[config.mk]
export PLATFORM = sky130hd
export DESIGN_NAME = bmp_preview_pixel_decoder
export DESIGN_NICKNAME = d
export VERILOG_FILES = /design/src/sv/bmpd_pkg.sv /design/src/sv/bmp_preview_pixel_decoder.sv /design/src/sv/bmpd_ctrl.sv /design/src/sv/bmpd_datapath.sv
export SDC_FILE = /design/constraint.sdc
export NUM_CORES = 2
export LEC_CHECK = 0
export CAP_MARGIN = 30
export CORE_ASPECT_RATIO = 0.9
export CORE_UTILIZATION = 65
export DETAILED_ROUTE_END_ITERATION = 12
export DONT_BUFFER_PORTS = 1
export PLACE_DENSITY = 0.8
export SYNTH_ARGS = -nofsm -noshare
export SYNTH_HDL_FRONTEND = slang
export SYNTH_SLANG_ARGS = --single-unit
export TNS_END_PERCENT = 20
[constraint.sdc]
create_clock -name clock -period 25.9 [get_ports clock]
set_input_delay 2.59 -clock clock [delete_from_list [all_inputs] [get_ports clock]]
set_output_delay 2.59 -clock clock [all_outputs]
set_load 0.03 [all_outputs]
[src/sv/bmpd_pkg.sv]
// shared types, constants and helpers for the bmp pixel decoder
// used by bmpd_ctrl, bmpd_datapath and bmp_preview_pixel_decoder
package bmpd_pkg;
   localparam int unsigned MAX_DIMENSION  = 512;
   localparam int unsigned MAX_FILE_BYTES = 1048576;
   localparam int unsigned POS_W = 21;

   localparam logic [1:0] KIND_ACCEPT = 2'd0;
   localparam logic [1:0] KIND_PIXEL  = 2'd1;
   localparam logic [1:0] KIND_REJECT = 2'd2;

   localparam logic CSR_FILE_LENGTH = 1'b0;
   localparam logic CSR_MAX_DECODED = 1'b1;

   typedef enum logic [1:0] {
      ST_IDLE, ST_HEADER, ST_PIXELS, ST_DONE
   } stage_type;

   // controller to datapath
   typedef struct packed {
      logic restart;     // clear counters
      logic hdr_step;    // header byte taken
      logic pix_step;    // pixel stage byte taken
   } cmd_type;

   // datapath to controller
   typedef struct packed {
      logic len_bad;     // file length bad at byte zero
      logic at_main;     // header position 53
      logic at_masks;    // header position 65
      logic main_ok;
      logic main_bf;     // bitfields still to come
      logic masks_ok;
      logic last_row;    // this byte finishes the image
   } status_type;

   // c*255/31 for five bits, reciprocal of 31 scaled by 2^18
   function automatic logic [7:0] expand5(input logic [4:0] c);
      logic [12:0] x;
      logic [26:0] p;
      x = {c, 8'd0} - {8'd0, c};
      p = {14'd0, x} * 27'd8457;
      return p[25:18];
   endfunction

   // c*255/63 for six bits, equal to 4c + c/21
   function automatic logic [7:0] expand6(input logic [5:0] c);
      logic [11:0] q;
      q = {6'd0, c} * 12'd49;
      return {c, 2'd0} + {6'd0, q[11:10]};
   endfunction
endpackage

[src/sv/bmp_preview_pixel_decoder.sv]
// top level of the bmp pixel decoder: handshakes, csr and output register
// depends on bmpd_pkg, bmpd_ctrl, bmpd_datapath
//
//  channel | direction | handshake     | payload
//  req     | in        | valid / stall | data_byte, start_req
//  rsp     | out       | valid / stall | kind, pixel_index, color, size
//  csr     | in        | valid / ready | index, data
//
// one byte per cycle; a result sits in the output register the cycle after
// its request. the size products are formed at header bytes 30 and 31, ahead
// of the header check on byte 53. reset clears the parse stage and the result
// valid and sets the csr registers to their defaults. req stalls only while a
// result waits in the output register and rsp is stalled.
module bmp_preview_pixel_decoder (
   input  logic        clock,
   input  logic        reset,
   input  logic        req_valid,
   output logic        req_stall,
   input  logic [7:0]  req_data_byte,
   input  logic        req_start_req,
   output logic        rsp_valid,
   input  logic        rsp_stall,
   output logic [1:0]  rsp_kind,
   output logic [17:0] rsp_pixel_index,
   output logic [7:0]  rsp_blue,
   output logic [7:0]  rsp_green,
   output logic [7:0]  rsp_red,
   output logic [7:0]  rsp_alpha,
   output logic [9:0]  rsp_image_width,
   output logic [9:0]  rsp_image_height,
   input  logic        csr_valid,
   output logic        csr_ready,
   input  logic [0:0]  csr_index,
   input  logic [20:0] csr_data
);
   logic [20:0] flen_ff, maxd_ff;
   logic        take, emit, pix_valid, fire;
   logic [1:0]  emit_kind;
   bmpd_pkg::cmd_type    cmd;
   bmpd_pkg::status_type sts;
   logic [17:0] pidx;
   logic [7:0]  pb, pg, pr;
   logic [9:0]  iw, ih;

   assign csr_ready = 1'b1;
   assign req_stall = rsp_valid && rsp_stall;
   assign take = req_valid && !req_stall;

   always_ff @(posedge clock) begin
      if (reset) begin
         flen_ff <= '0;
         maxd_ff <= 21'(bmpd_pkg::MAX_FILE_BYTES);
      end else if (csr_valid) begin
         if (csr_index == bmpd_pkg::CSR_FILE_LENGTH) flen_ff <= csr_data;
         else maxd_ff <= csr_data;
      end
   end

   bmpd_ctrl u_ctrl (
      .clock(clock), .reset(reset), .take(take), .start(req_start_req),
      .sts(sts), .cmd(cmd), .emit(emit), .emit_kind(emit_kind)
   );

   bmpd_datapath u_dp (
      .clock(clock), .data_byte(req_data_byte), .file_length(flen_ff),
      .max_decoded(maxd_ff), .cmd(cmd), .sts(sts), .pix_valid(pix_valid),
      .pix_index(pidx), .pix_b(pb), .pix_g(pg), .pix_r(pr),
      .img_w(iw), .img_h(ih)
   );

   assign fire = emit || pix_valid;

   always_ff @(posedge clock) begin
      if (reset) begin
         rsp_valid <= 1'b0;
      end else if (!req_stall) begin
         rsp_valid <= fire;
      end
      if (!req_stall && fire) begin
         rsp_kind <= emit_kind;
         if (emit_kind == bmpd_pkg::KIND_PIXEL) begin
            rsp_pixel_index <= pidx;
            rsp_blue <= pb; rsp_green <= pg; rsp_red <= pr; rsp_alpha <= 8'hff;
            rsp_image_width <= iw; rsp_image_height <= ih;
         end else begin
            rsp_pixel_index <= '0;
            rsp_blue <= '0; rsp_green <= '0; rsp_red <= '0; rsp_alpha <= '0;
            if (emit_kind == bmpd_pkg::KIND_ACCEPT) begin
               rsp_image_width <= iw;
               rsp_image_height <= ih;
            end else begin
               rsp_image_width <= '0; rsp_image_height <= '0;
            end
         end
      end
   end
endmodule

[src/sv/bmpd_ctrl.sv]
// parse stage state machine of the bmp pixel decoder
// depends on bmpd_pkg
module bmpd_ctrl (
   input  logic                 clock,
   input  logic                 reset,
   input  logic                 take,
   input  logic                 start,
   input  bmpd_pkg::status_type sts,
   output bmpd_pkg::cmd_type    cmd,
   output logic                 emit,
   output logic [1:0]           emit_kind
);
   bmpd_pkg::stage_type state_ff, state_in;
   bmpd_pkg::stage_type cur;

   always_ff @(posedge clock) begin
      if (reset) begin
         state_ff <= bmpd_pkg::ST_IDLE;
      end else begin
         state_ff <= state_in;
      end
   end

   always_comb begin
      cur = start ? bmpd_pkg::ST_HEADER : state_ff;
   end

   always_comb begin
      state_in = state_ff;
      if (take) begin
         unique case (cur)
            bmpd_pkg::ST_HEADER: begin
               if (sts.len_bad) begin
                  state_in = bmpd_pkg::ST_DONE;
               end else if (sts.at_main) begin
                  if (!sts.main_ok) state_in = bmpd_pkg::ST_DONE;
                  else if (!sts.main_bf) state_in = bmpd_pkg::ST_PIXELS;
                  else state_in = bmpd_pkg::ST_HEADER;
               end else if (sts.at_masks) begin
                  state_in = sts.masks_ok ? bmpd_pkg::ST_PIXELS : bmpd_pkg::ST_DONE;
               end else begin
                  state_in = bmpd_pkg::ST_HEADER;
               end
            end
            bmpd_pkg::ST_PIXELS: begin
               if (sts.last_row) state_in = bmpd_pkg::ST_DONE;
            end
            default: state_in = state_ff;
         endcase
      end
   end

   always_comb begin
      cmd = '0;
      emit = 1'b0;
      emit_kind = bmpd_pkg::KIND_REJECT;
      if (take) begin
         cmd.restart = start;
         unique case (cur)
            bmpd_pkg::ST_HEADER: begin
               cmd.hdr_step = 1'b1;
               if (sts.len_bad) begin
                  emit = 1'b1;
               end else if (sts.at_main) begin
                  if (!sts.main_ok) emit = 1'b1;
                  else if (!sts.main_bf) begin
                     emit = 1'b1;
                     emit_kind = bmpd_pkg::KIND_ACCEPT;
                  end
               end else if (sts.at_masks) begin
                  emit = 1'b1;
                  if (sts.masks_ok) emit_kind = bmpd_pkg::KIND_ACCEPT;
               end
            end
            bmpd_pkg::ST_PIXELS: begin
               cmd.pix_step = 1'b1;
               emit_kind = bmpd_pkg::KIND_PIXEL;
            end
            default: emit = 1'b0;
         endcase
      end
   end
endmodule

[src/sv/bmpd_datapath.sv]
// header capture, checks, pixel assembly and channel expansion
// depends on bmpd_pkg; driven by bmpd_ctrl
module bmpd_datapath (
   input  logic                 clock,
   input  logic [7:0]           data_byte,
   input  logic [20:0]          file_length,
   input  logic [20:0]          max_decoded,
   input  bmpd_pkg::cmd_type    cmd,
   output bmpd_pkg::status_type sts,
   output logic                 pix_valid,
   output logic [17:0]          pix_index,
   output logic [7:0]           pix_b,
   output logic [7:0]           pix_g,
   output logic [7:0]           pix_r,
   output logic [9:0]           img_w,
   output logic [9:0]           img_h
);
   logic [20:0] pos_ff;
   logic [7:0]  hb_ff [0:65];
   logic [9:0]  w_ff, h_ff, row_ff, col_ff;
   logic [11:0] rbc_ff, stride_ff;
   logic [1:0]  k_ff;
   logic [23:0] pix_ff;
   logic [20:0] off_ff;
   logic        td_ff, bpb2_ff, bpb3_ff, is565_ff;
   logic [21:0] area_ff, need_ff;
   logic [20:0] pos;
   logic [11:0] rbc;
   logic [9:0]  row, col;
   logic [1:0]  k;
   logic [23:0] pix;
   logic        last_row_c;

   // restart clears counters for this byte too
   always_comb begin
      pos = cmd.restart ? '0 : pos_ff;
      rbc = cmd.restart ? '0 : rbc_ff;
      row = cmd.restart ? '0 : row_ff;
      col = cmd.restart ? '0 : col_ff;
      k   = cmd.restart ? '0 : k_ff;
      pix = cmd.restart ? '0 : pix_ff;
   end

   // size products from stored header bytes, stride at byte 30, totals at byte 31
   logic [9:0]  w10, h10, hr_lo;
   logic [5:0]  bpp6;
   logic [14:0] wbits, wsum;
   logic [11:0] stride_n;
   logic [19:0] wh;
   logic [21:0] area_n, need_n;
   always_comb begin
      w10 = {hb_ff[19][1:0], hb_ff[18]};
      hr_lo = {hb_ff[23][1:0], hb_ff[22]};
      h10 = hb_ff[25][7] ? (~hr_lo + 10'd1) : hr_lo;
      bpp6 = hb_ff[28][5:0];
      wbits = {5'd0, w10} * {9'd0, bpp6};
      wsum = wbits + 15'd31;
      stride_n = {wsum[14:5], 2'b00};
      wh = {10'd0, w10} * {10'd0, h10};
      area_n = {wh, 2'b00};
      need_n = {10'd0, stride_ff} * {12'd0, h10};
   end

   function automatic logic [31:0] h32(input int a, input logic [7:0] nb [0:65]);
      return {nb[a+3], nb[a+2], nb[a+1], nb[a]};
   endfunction

   logic [7:0]  nb [0:65];
   logic [31:0] w32, hr32, hm32, off32, comp32, min32, eff_off;
   logic [15:0] bpp;
   logic        neg, ok;
   always_comb begin
      for (int i = 0; i < 66; i++) nb[i] = hb_ff[i];
      if (pos < 21'd66) nb[pos[6:0]] = data_byte;
      w32 = h32(18, nb);
      hr32 = h32(22, nb);
      neg = hr32[31];
      hm32 = neg ? (~hr32 + 32'd1) : hr32;
      bpp = {nb[29], nb[28]};
      comp32 = h32(30, nb);
      off32 = h32(10, nb);
      min32 = (comp32 == 32'd3) ? 32'd66 : 32'd54;
      eff_off = (off32 == 32'd0) ? min32 : off32;
      ok = nb[0] == 8'h42 && nb[1] == 8'h4d && h32(14, nb) == 32'd40
         && w32 != 0 && w32 <= 32'(bmpd_pkg::MAX_DIMENSION)
         && hm32 != 0 && hm32 <= 32'(bmpd_pkg::MAX_DIMENSION)
         && nb[26] == 8'd1 && nb[27] == 8'd0
         && area_ff <= {1'b0, max_decoded}
         && (bpp == 16'd16 || bpp == 16'd24 || bpp == 16'd32)
         && (comp32 == 0 || (bpp == 16'd16 && comp32 == 32'd3))
         && eff_off >= min32 && eff_off <= {11'd0, file_length}
         && {10'd0, need_ff} <= ({11'd0, file_length} - eff_off);
      sts.len_bad = pos == 0 && (file_length < 21'd54
         || 32'(file_length) > 32'(bmpd_pkg::MAX_FILE_BYTES));
      sts.at_main = pos == 21'd53;
      sts.at_masks = pos == 21'd65;
      sts.main_ok = ok;
      sts.main_bf = comp32 == 32'd3;
      sts.masks_ok = h32(62, nb) == 32'h1f &&
         ((h32(54, nb) == 32'hf800 && h32(58, nb) == 32'h07e0) ||
          (h32(54, nb) == 32'h7c00 && h32(58, nb) == 32'h03e0));
      sts.last_row = last_row_c;
   end

   logic in_data, last_k, row_end;
   logic [23:0] pix_n;
   always_comb begin
      in_data = pos >= off_ff;
      last_k = bpb2_ff ? (k == 2'd1) : bpb3_ff ? (k == 2'd2) : (k == 2'd3);
      row_end = rbc + 12'd1 >= stride_ff;
      pix_n = pix;
      if (k == 2'd0) pix_n[7:0] = data_byte;
      if (k == 2'd1) pix_n[15:8] = data_byte;
      if (k == 2'd2) pix_n[23:16] = data_byte;
      last_row_c = in_data && row_end && (row + 10'd1 >= h_ff);
      pix_valid = cmd.pix_step && in_data && col < w_ff && last_k;
   end

   logic [9:0]  drow;
   logic [19:0] idx;
   always_comb begin
      drow = td_ff ? row : (h_ff - 10'd1 - row);
      idx = drow * w_ff + {10'd0, col};
      pix_index = idx[17:0];
      if (bpb2_ff) begin
         pix_b = bmpd_pkg::expand5(pix_n[4:0]);
         pix_g = is565_ff ? bmpd_pkg::expand6(pix_n[10:5]) : bmpd_pkg::expand5(pix_n[9:5]);
         pix_r = is565_ff ? bmpd_pkg::expand5(pix_n[15:11]) : bmpd_pkg::expand5(pix_n[14:10]);
      end else begin
         pix_b = pix_n[7:0];
         pix_g = pix_n[15:8];
         pix_r = pix_n[23:16];
      end
      // size of the header being accepted on this very byte
      img_w = sts.at_main ? w32[9:0] : w_ff;
      img_h = sts.at_main ? hm32[9:0] : h_ff;
   end

   always_ff @(posedge clock) begin
      if (cmd.restart) begin
         rbc_ff <= '0; row_ff <= '0; col_ff <= '0;
         k_ff <= '0; pix_ff <= '0;
      end
      if (cmd.hdr_step) begin
         pos_ff <= pos + 21'd1;
         if (pos < 21'd66) hb_ff[pos[6:0]] <= data_byte;
         if (pos == 21'd30) stride_ff <= stride_n;
         if (pos == 21'd31) begin
            area_ff <= area_n; need_ff <= need_n;
         end
         if (sts.at_main) begin
            w_ff <= w32[9:0]; h_ff <= hm32[9:0];
            off_ff <= eff_off[20:0];
            td_ff <= neg; bpb2_ff <= bpp == 16'd16; bpb3_ff <= bpp == 16'd24;
         end
         if (sts.at_masks) is565_ff <= h32(54, nb) == 32'hf800;
         if (sts.at_main && !sts.main_bf) is565_ff <= 1'b0;
      end
      if (cmd.pix_step) begin
         pos_ff <= pos + 21'd1;
         if (in_data) begin
            if (row_end) begin
               rbc_ff <= '0; row_ff <= row + 10'd1; col_ff <= '0; k_ff <= '0;
               pix_ff <= '0;
            end else begin
               rbc_ff <= rbc + 12'd1;
               if (last_k) begin
                  k_ff <= '0; col_ff <= col + 10'd1; pix_ff <= '0;
               end else begin
                  k_ff <= k + 2'd1;
                  pix_ff <= pix_n;
               end
            end
         end
      end
   end
endmodule

Word-level counts from Yosys, hierarchy flattened
Memories as Yosys holds them, arrays and structs flattened.
Index checks and enable logic that the tools add are counted.
W data, S select, Z words.
{ "totals": {"mem_count": 1, "in_bits": 36, "elab_cells": 236, "output_inout_bits": 75, "reg_bits": 291, "ramBits": 528} }
{ "memory_table": {"columns": ["memory", "depth", "width", "read_ports", "rd_ports_with_merged_regs", "write_ports", "line_no", "source"], "rows": [
  ["u_dp.hb_ff", 66, 8, 66, 0, 1, "bmpd_datapath.sv:19", "logic [7:0] hb_ff [0:65];"]
]} }
{ "classes": {"n_reduce_logical": 55, "magnitude_cmp": 15, "n_bitwise": 4, "multipliers": 9, "addsub": 17, "eq_ne": 24, "muxes": 83} }
{ "op_table": {"columns": ["operator", "count"], "rows": [
  ["$bwmux W528", 1],
  ["$mux W528", 1],
  ["$mux W10", 17],
  ["$mux W24", 5],
  ["$mul A13 B14 Y26 const B", 4],
  ["$mux W8", 10],
  ["$le A32 B10 Y1 const B", 2],
  ["$logic_not A32 Y1", 2],
  ["$mux W32", 2],
  ["$reduce_bool A32 Y1", 2],
  ["$mux W21", 3],
  ["$demux W8 S7", 1],
  ["$sub A13 B5 Y13", 4],
  ["$mux W12", 4],
  ["$eq A21 B5 Y1 const B", 2],
  ["$mul A10 B10 Y20", 2],
  ["$mux W2", 19],
  ["$add A32 B1 Y32 const B", 1],
  ["$eq A16 B5 Y1 const B", 2],
  ["$eq A32 B10 Y1 const B", 1],
  ["$eq A32 B11 Y1 const B", 1],
  ["$eq A32 B15 Y1 const B", 1],
  ["$eq A32 B16 Y1 const B", 1],
  ["$eq A32 B2 Y1 const B", 1],
  ["53 further kinds", 118]
]} }

Longest topological paths before layout
{ "depth": {"ltp_word": 35, "mapped_depth": 39, "ltp_nobuf": 36} }

Modules after synthesis
Synthesis repeated with hierarchy kept, for this count alone.
{ "hier_totals": {"cells_unflattened": 4600, "hier_area_um2": 46905.0} }
{ "modules_own_cells": {"columns": ["mod", "instances", "seq_area_each_um2", "area_each_um2", "cells_each"], "rows": [
  ["bmpd_datapath", 1, 13773.2, 42447.0, 4265],
  ["bmp_preview_pixel_decoder", 1, 2812.7, 4259.1, 312],
  ["bmpd_ctrl", 1, 40.0, 198.9, 23]
]} }

Worst setup path after synthesis
Ideal clock, no wire load.
{ "synth_path": {"kind": "input -> register", "from": "in req_valid", "to": "reg rsp_alpha[6] (enable)", "setup_time_ps": 578, "path_slack_ps": 11757, "n_path_buf": 1, "stages": 35, "t_required_ps": 25322, "arrival_time_ps": 13565, "cell_sequence": "a21boi_1 clkbuf_1 a21boi_0 nand3_1 mux2_2 nor3_2 inv_1 nand3_1 nand3_1 inv_1 ha_1 a21oi_1 nor2_1 a211o_1 a41oi_1 nand2_1 a311oi_1 o21ai_0 nand3_1 nand2_1 a21oi_1 xor2_1 ha_1 nand4_1 nor4_1 a21oi_1 o31ai_1 a21oi_1 o21ai_0 or4_1 a2111oi_0 o2111a_1 nor3_1 o211a_1 o21ai_0"} }
{ "synth_between": {"word_cells_on_any_way": 79, "classes_between": "add/sub: 2; order compare: 10; eq/ne: 13; mux: 20; bitwise: 2; reduce/logical: 32"} }
{ "synth_lines": {"columns": ["item", "line_no", "source"], "rows": [
  ["start, declared", "bmp_preview_pixel_decoder.sv:17", "input logic req_valid,"],
  ["$logic_and A1 B1 Y1 (*)", "bmp_preview_pixel_decoder.sv:47", "assign take = req_valid && !req_stall;"],
  ["$mux W3 (*)", "bmpd_ctrl.sv:57", "if (take) begin"],
  ["$mux W21 (*)", "bmpd_datapath.sv:36", "pos = cmd.restart ? '0 : pos_ff;"],
  ["$not A7 Y8 (implied by the code)", "bmpd_datapath.sv:74", "if (pos < 21'd66) nb[pos[6:0]] = data_byte;"],
  ["$ge A8 B8 Y1 (implied by the code) / $lt A8 B1 Y1 (equally long branches)", "bmpd_datapath.sv:74", null],
  ["$logic_and A1 B1 Y1 (implied by the code)", "bmpd_datapath.sv:74", null],
  ["$mux W8 (implied by the code)", "bmpd_datapath.sv:74", null],
  ["$demux W8 S7", "bmpd_datapath.sv:74", null],
  ["(+5 left out)", null, null],
  ["named net u_dp.eff_off[4]", "bmpd_datapath.sv:69", "logic [31:0] w32, hr32, hm32, off32, comp32, min32, eff_off;"],
  ["(+3 left out)", null, null],
  ["$logic_and A1 B1 Y1 (*)", "bmpd_datapath.sv:92", "&& {10'd0, need_ff} <= ({11'd0, file_length} - eff_off);"],
  ["$mux W1 (*)", "bmpd_ctrl.sv:65", "if (!sts.main_ok) emit = 1'b1;"],
  ["$mux W1 (*)", "bmpd_ctrl.sv:64", "end else if (sts.at_main) begin"],
  ["$mux W1 (*)", "bmpd_ctrl.sv:62", "if (sts.len_bad) begin"],
  ["$mux W1 (*)", "bmpd_ctrl.sv:59", "unique case (cur)"],
  ["$mux W1 (*)", "bmpd_ctrl.sv:57", null],
  ["$logic_or A1 B1 Y1 (*)", "bmp_preview_pixel_decoder.sv:71", "assign fire = emit || pix_valid;"],
  ["$logic_and A1 B1 Y1 (*)", "bmp_preview_pixel_decoder.sv:79", "if (!req_stall && fire) begin"],
  ["end signal, assigned", "bmp_preview_pixel_decoder.sv:83", "rsp_blue <= pb; rsp_green <= pg; rsp_red <= pr; rsp_alpha <= 8'hff;"],
  ["end signal, assigned", "bmp_preview_pixel_decoder.sv:87", "rsp_blue <= '0; rsp_green <= '0; rsp_red <= '0; rsp_alpha <= '0;"],
  ["end, declared", "bmp_preview_pixel_decoder.sv:28", "output logic [7:0] rsp_alpha,"]
]} }
Mark *: on every way through the listed nets, which the timed path passes.
A chain may end at the register's enable or synchronous reset.

Worst setup path in the final report
{ "layout_path": {"from": "in req_valid", "to": "reg rsp_pixel_index[16] (enable)"} }
{ "layout_between": {"word_cells_on_any_way": 79, "classes_between": "add/sub: 2; order compare: 10; eq/ne: 13; mux: 20; bitwise: 2; reduce/logical: 32"} }
{ "layout_lines": {"columns": ["item", "line_no", "source"], "rows": [
  ["$logic_and A1 B1 Y1 (*)", "bmp_preview_pixel_decoder.sv:47", null],
  ["$mux W3 (*)", "bmpd_ctrl.sv:57", null],
  ["$mux W21 (*)", "bmpd_datapath.sv:36", null],
  ["$not A7 Y8 (implied by the code)", "bmpd_datapath.sv:74", null],
  ["$ge A8 B8 Y1 (implied by the code) / $lt A8 B1 Y1 (equally long branches)", "bmpd_datapath.sv:74", null],
  ["$logic_and A1 B1 Y1 (implied by the code)", "bmpd_datapath.sv:74", null],
  ["$mux W8 (implied by the code)", "bmpd_datapath.sv:74", null],
  ["$demux W8 S7", "bmpd_datapath.sv:74", null],
  ["(+5 left out)", null, null],
  ["named net u_dp.eff_off[4]", "bmpd_datapath.sv:69", null],
  ["(+3 left out)", null, null],
  ["$logic_and A1 B1 Y1 (*)", "bmpd_datapath.sv:92", null],
  ["$mux W1 (*)", "bmpd_ctrl.sv:65", null],
  ["$mux W1 (*)", "bmpd_ctrl.sv:64", null],
  ["$mux W1 (*)", "bmpd_ctrl.sv:62", null],
  ["$mux W1 (*)", "bmpd_ctrl.sv:59", null],
  ["$mux W1 (*)", "bmpd_ctrl.sv:57", null],
  ["$logic_or A1 B1 Y1 (*)", "bmp_preview_pixel_decoder.sv:71", null],
  ["$logic_and A1 B1 Y1 (*)", "bmp_preview_pixel_decoder.sv:79", null],
  ["end signal, assigned", "bmp_preview_pixel_decoder.sv:82", "rsp_pixel_index <= pidx;"],
  ["end, declared", "bmp_preview_pixel_decoder.sv:24", "output logic [17:0] rsp_pixel_index,"]
]} }
Marks and branches as above.

==> flow_results.xml <==
<?xml version="1.0" encoding="UTF-8"?>
<metrics>
  <group name="status">
    <metric name="outcome" unit="">finished clean</metric>
  </group>
  <group name="route">
    <metric name="dr_total_vias" unit="">34790</metric>
    <metric name="final_antenna_net_count" unit="">0</metric>
    <metric name="drt-total-wl" unit="mm">119.4</metric>
    <metric name="drc_violations_left" unit="">0</metric>
    <metric name="wl_per_cell" unit="um">21.19</metric>
    <metric name="via_per_inst" unit="">6.176</metric>
    <metric name="drt_first_iter_violations" unit="">3692</metric>
    <metric name="detailedRoute.firstPassIterationCount" unit="">7</metric>
  </group>
  <group name="die">
    <metric name="design.die.area" unit="mm^2">0.07262</metric>
    <metric name="die_h" unit="um">255.8</metric>
    <metric name="row_count" unit="">92</metric>
    <metric name="design.core.area" unit="mm^2">0.07045</metric>
    <metric name="floorplan.initialDensity" unit="%">66.01</metric>
    <metric name="boundaryPins" unit="">111</metric>
    <metric name="die_x" unit="um">284.0</metric>
  </group>
  <group name="global_route">
    <metric name="wire_length_of_the_first_global_routing_pass" unit="mm">189.5</metric>
    <metric name="grt_total_usage" unit="%">33.13</metric>
    <metric name="first_global_vias" unit="">34450</metric>
    <metric name="grt_remaining_overflow" unit="">0</metric>
    <metric name="pin_count_of_the_biggest_net_entering_global_routing" unit="">66</metric>
    <metric name="antenna_found_initial" unit="">2</metric>
  </group>
  <group name="final_layout">
    <metric name="areaGrowthSynthToFinish" unit="%">6.960</metric>
    <metric name="fillerInstances" unit="">5175</metric>
    <metric name="number_of_nets_in_the_finished_design" unit="">5518</metric>
    <metric name="layout-drive-gt1-share" unit="%">4.731</metric>
  </group>
  <group name="yosys">
    <metric name="synth_ff_type" unit="">sky130_fd_sc_hd__edfxtp_1</metric>
    <metric name="area_share_of_the_leading_cell_type_in_the_synthesized_netlist" unit="%">31.32</metric>
    <metric name="syn-cell-area" unit="mm^2">0.04651</metric>
    <metric name="synth_seq_cells" unit="">588</metric>
    <metric name="synth_largest_area_cell" unit="">sky130_fd_sc_hd__edfxtp_1</metric>
    <metric name="synth_top_cells_by_area" unit="">sky130_fd_sc_hd__edfxtp_1 (31%), sky130_fd_sc_hd__ha_1 (16%), sky130_fd_sc_hd__fa_1 (11%), sky130_fd_sc_hd__nand2_1 (4.8%), sky130_fd_sc_hd__dfxtp_1 (4.4%)</metric>
    <metric name="post_synth.cell_area_avg" unit="um^2">9.901</metric>
    <metric name="post_synth_num_cell_types" unit="">88</metric>
    <metric name="yosysSeqAreaShare" unit="%">35.75</metric>
    <metric name="mappedNetlistNets" unit="">5574</metric>
    <metric name="yosys_warnings" unit="">0</metric>
    <metric name="async_flop_share" unit="%">0</metric>
    <metric name="synth-edff-count" unit="">485</metric>
    <metric name="synth_cells" unit="">4697</metric>
  </group>
  <group name="sta">
    <metric name="setup_total_negative_slack" unit="ns">0</metric>
    <metric name="worst-slew-pin-transition" unit="ns">1.039</metric>
    <metric name="grt_setup_unrepaired" unit="">false</metric>
    <metric name="slew-limit-headroom" unit="%">30.12</metric>
    <metric name="post-route-period-util" unit="%">45.88</metric>
    <metric name="fmax" unit="MHz">84.15</metric>
    <metric name="finalWorstPathRequiredPeriod" unit="ns">11.88</metric>
    <metric name="setup_viol" unit="">0</metric>
    <metric name="final-hold-violation-count" unit="">0</metric>
    <metric name="finalClockSkew" unit="ns">0.02897</metric>
    <metric name="slew_viol_final" unit="">0</metric>
    <metric name="whs" unit="ns">0.4601</metric>
  </group>
  <group name="worst_setup_path">
    <metric name="cp-start-kind" unit="">input port</metric>
    <metric name="worst_ep_required_time" unit="ns">26.13</metric>
    <metric name="rr_startpoint" unit="">u_dp.pos_ff[5]</metric>
    <metric name="cp_common_cell" unit="">sky130_fd_sc_hd__a21oi_1</metric>
    <metric name="reg2reg_slack" unit="ns">15.27</metric>
    <metric name="critPathMaxStageDelay" unit="ns">0.69</metric>
    <metric name="reg2reg_depth" unit="">35</metric>
    <metric name="crit-reg2reg-capture" unit="">rsp_pixel_index[16]</metric>
    <metric name="critPathKind" unit="">input port to flip-flop</metric>
    <metric name="crit_fanout" unit="">65</metric>
    <metric name="slowest_stage" unit="">sky130_fd_sc_hd__nor3_2</metric>
    <metric name="cp_data_arrival_time" unit="ns">12.12</metric>
    <metric name="crit_path_end_kind" unit="">flip-flop</metric>
  </group>
  <group name="clock_tree">
    <metric name="cts_made_buffers" unit="">68</metric>
    <metric name="clock_insertion_delay_worst_skew" unit="ns">0.62</metric>
    <metric name="cts.root.buffer_cell" unit="">sky130_fd_sc_hd__clkbuf_16</metric>
    <metric name="clk_pin_slew_worst_paths" unit="ns">0.06</metric>
    <metric name="cts_tree" unit="">done</metric>
    <metric name="cts-htree-levels" unit="">3</metric>
    <metric name="cts.sinks" unit="">588</metric>
    <metric name="hold_buffers" unit="">0</metric>
    <metric name="clock_path_buffers" unit="">3</metric>
    <metric name="post_cts.resized_instances" unit="">0</metric>
    <metric name="postCtsSetupBuffers" unit="">0</metric>
  </group>
  <group name="power">
    <metric name="power.density" unit="mW/mm^2">48.74</metric>
    <metric name="power.leakage" unit="nW">21.78</metric>
    <metric name="irDropWorstVdd" unit="mV">0.04297</metric>
  </group>
  <group name="place">
    <metric name="place.detailed.hpwl" unit="mm">87.53</metric>
    <metric name="port_buffers" unit="">0</metric>
    <metric name="globalplace.congestion" unit="">0.9866</metric>
  </group>
  <group name="worst_hold_path">
    <metric name="min_from" unit="">maxd_ff[3]</metric>
    <metric name="worst_hold_path_type" unit="">flip-flop to flip-flop</metric>
    <metric name="hold_end" unit="">maxd_ff[3]</metric>
    <metric name="min_delay_path_depth" unit="">2</metric>
  </group>
  <group name="flow_run">
    <metric name="maxCapViolations" unit="">0</metric>
  </group>
</metrics>
==> flip-flops by register name, summed over array words and instances, names as in the netlist, 12 cells and up <==
signal / flops
u_dp.rbc_ff: 12
u_dp.pos_ff: 21
flen_ff: 21
u_dp.off_ff: 21
u_dp.area_ff: 20
u_dp.pix_ff: 24
u_dp.hb_ff: 304
rsp_pixel_index: 18
u_dp.need_ff: 20
maxd_ff: 21
==> cell usage in the layout (no fill, tap or decap), types with 27 or more instances in the layout <==
cell,n
sky130_fd_sc_hd__nand2_1,593
sky130_fd_sc_hd__ha_1,580
sky130_fd_sc_hd__inv_1,508
sky130_fd_sc_hd__edfxtp_1,485
sky130_fd_sc_hd__nor2_1,295
sky130_fd_sc_hd__fa_1,261
sky130_fd_sc_hd__a21oi_1,216
sky130_fd_sc_hd__and2_1,170
sky130_fd_sc_hd__o21ai_0,170
sky130_fd_sc_hd__xnor2_1,139
sky130_fd_sc_hd__dfxtp_1,103
sky130_fd_sc_hd__nand3_1,101
sky130_fd_sc_hd__nor3_1,78
sky130_fd_sc_hd__nor4_1,78
sky130_fd_sc_hd__xor2_1,76
sky130_fd_sc_hd__mux2i_1,74
sky130_fd_sc_hd__clkbuf_16,69
sky130_fd_sc_hd__buf_4,52
sky130_fd_sc_hd__a21o_1,51
sky130_fd_sc_hd__nand4_1,45
sky130_fd_sc_hd__nor2b_1,44
sky130_fd_sc_hd__nand2b_1,38
sky130_fd_sc_hd__o21a_1,36
sky130_fd_sc_hd__a31oi_1,27
==> cells in the mapped netlist, types with 74 or more instances <==
library cell	count
sky130_fd_sc_hd__o21ai_0	172
sky130_fd_sc_hd__nor4_1	78
sky130_fd_sc_hd__and2_1	170
sky130_fd_sc_hd__nor3_1	78
sky130_fd_sc_hd__mux2i_1	74
sky130_fd_sc_hd__nand3_1	102
sky130_fd_sc_hd__xor2_1	76
sky130_fd_sc_hd__a21oi_1	216
sky130_fd_sc_hd__clkbuf_1	164
sky130_fd_sc_hd__dfxtp_1	103
sky130_fd_sc_hd__xnor2_1	139
sky130_fd_sc_hd__nand2_1	594
sky130_fd_sc_hd__nor2_1	297
sky130_fd_sc_hd__fa_1	261
sky130_fd_sc_hd__ha_1	580
sky130_fd_sc_hd__edfxtp_1	485
sky130_fd_sc_hd__inv_1	508
==> how the worst max path moves through the flow <==
stage,from,endpoint
finish,req_valid,rsp_pixel_index[16]
global route,req_valid,rsp_pixel_index[16]
CTS,req_valid,rsp_pixel_index[16]
detailed placement,req_valid,rsp_image_width[4]
global placement,req_valid,rsp_kind[1]
floorplan,req_valid,rsp_alpha[6]
==> per-stage QoR <==
| stage | cell area, um^2 | total power, mW | utilization [%] | setup slack, ns | std cells |
|---|---|---|---|---|---|
| 3_3_place_gp | 47400 | 1.428 | 67.28 | 13.73 | 5503 |
| 5_1_grt | 49740 | 2.522 | 70.61 | 13.51 | 5632 |
| 6_report | 49740 | 2.425 | 70.61 | 14.02 | 5633 |
| 4_1_cts | 49690 | 2.430 | 70.54 | 14.25 | 5629 |
| 2_1_floorplan | 46510 | 1.357 | - | 11.76 | 4697 |
| 3_5_place_dp | 47440 | 1.447 | 67.34 | 13.62 | 5508 |
==> layout make-up <==
type                    instances  area [um^2]  share of cell area, %
clock inverters                34        419.2                 0.8426
multi-input cells            3409        27260                  54.80
inverters                     514         1929                  3.879
diodes                          1        2.502               0.005031
flip-flops and latches        588        16630                  33.42
well taps                     940         1176                  2.364
clock buffers                  87         1834                  3.687
repair buffers                 60        494.2                 0.9936
==> metal layers <==
metal  global-route usage (%)  share of wire, %  up-vias
met2                    52.19                45     1519
li1                         -                 -    16120
met4                    10.84               3.4        2
met5                        0             0.010        -
met1                    46.85                43    16880
met3                    5.410               8.7      266
==> cells by family after synthesis <==
group	count (synthesis)	share of synthesized area, %
simple gates	1572	16.32
fa+ha+maj	841	26.84
buf+inv	700	5.739
compound gates	684	9.147
flops	588	35.75
xor+xnor	215	4.049
mux	96	2.150
other cells	1	0.008064
==> where the power goes <==
group / internal [mW] / switching (mW) / total (mW)
logic: 0.166 / 0.231 / 0.397
clock network: 0.577 / 0.406 / 0.983
registers: 1.03 / 0.0151 / 1.04
==> critical path: cells and delay by family <==
family,cells,cell delay (ns)
AOI/OAI and AO/OA,17,3.90
xor gates and xnor gates,1,0.19
adders and majority gates,2,0.55
buffers and inverters,5,1.51
and+or+nand+nor,13,3.23
Power figures use the tool's default switching activity.
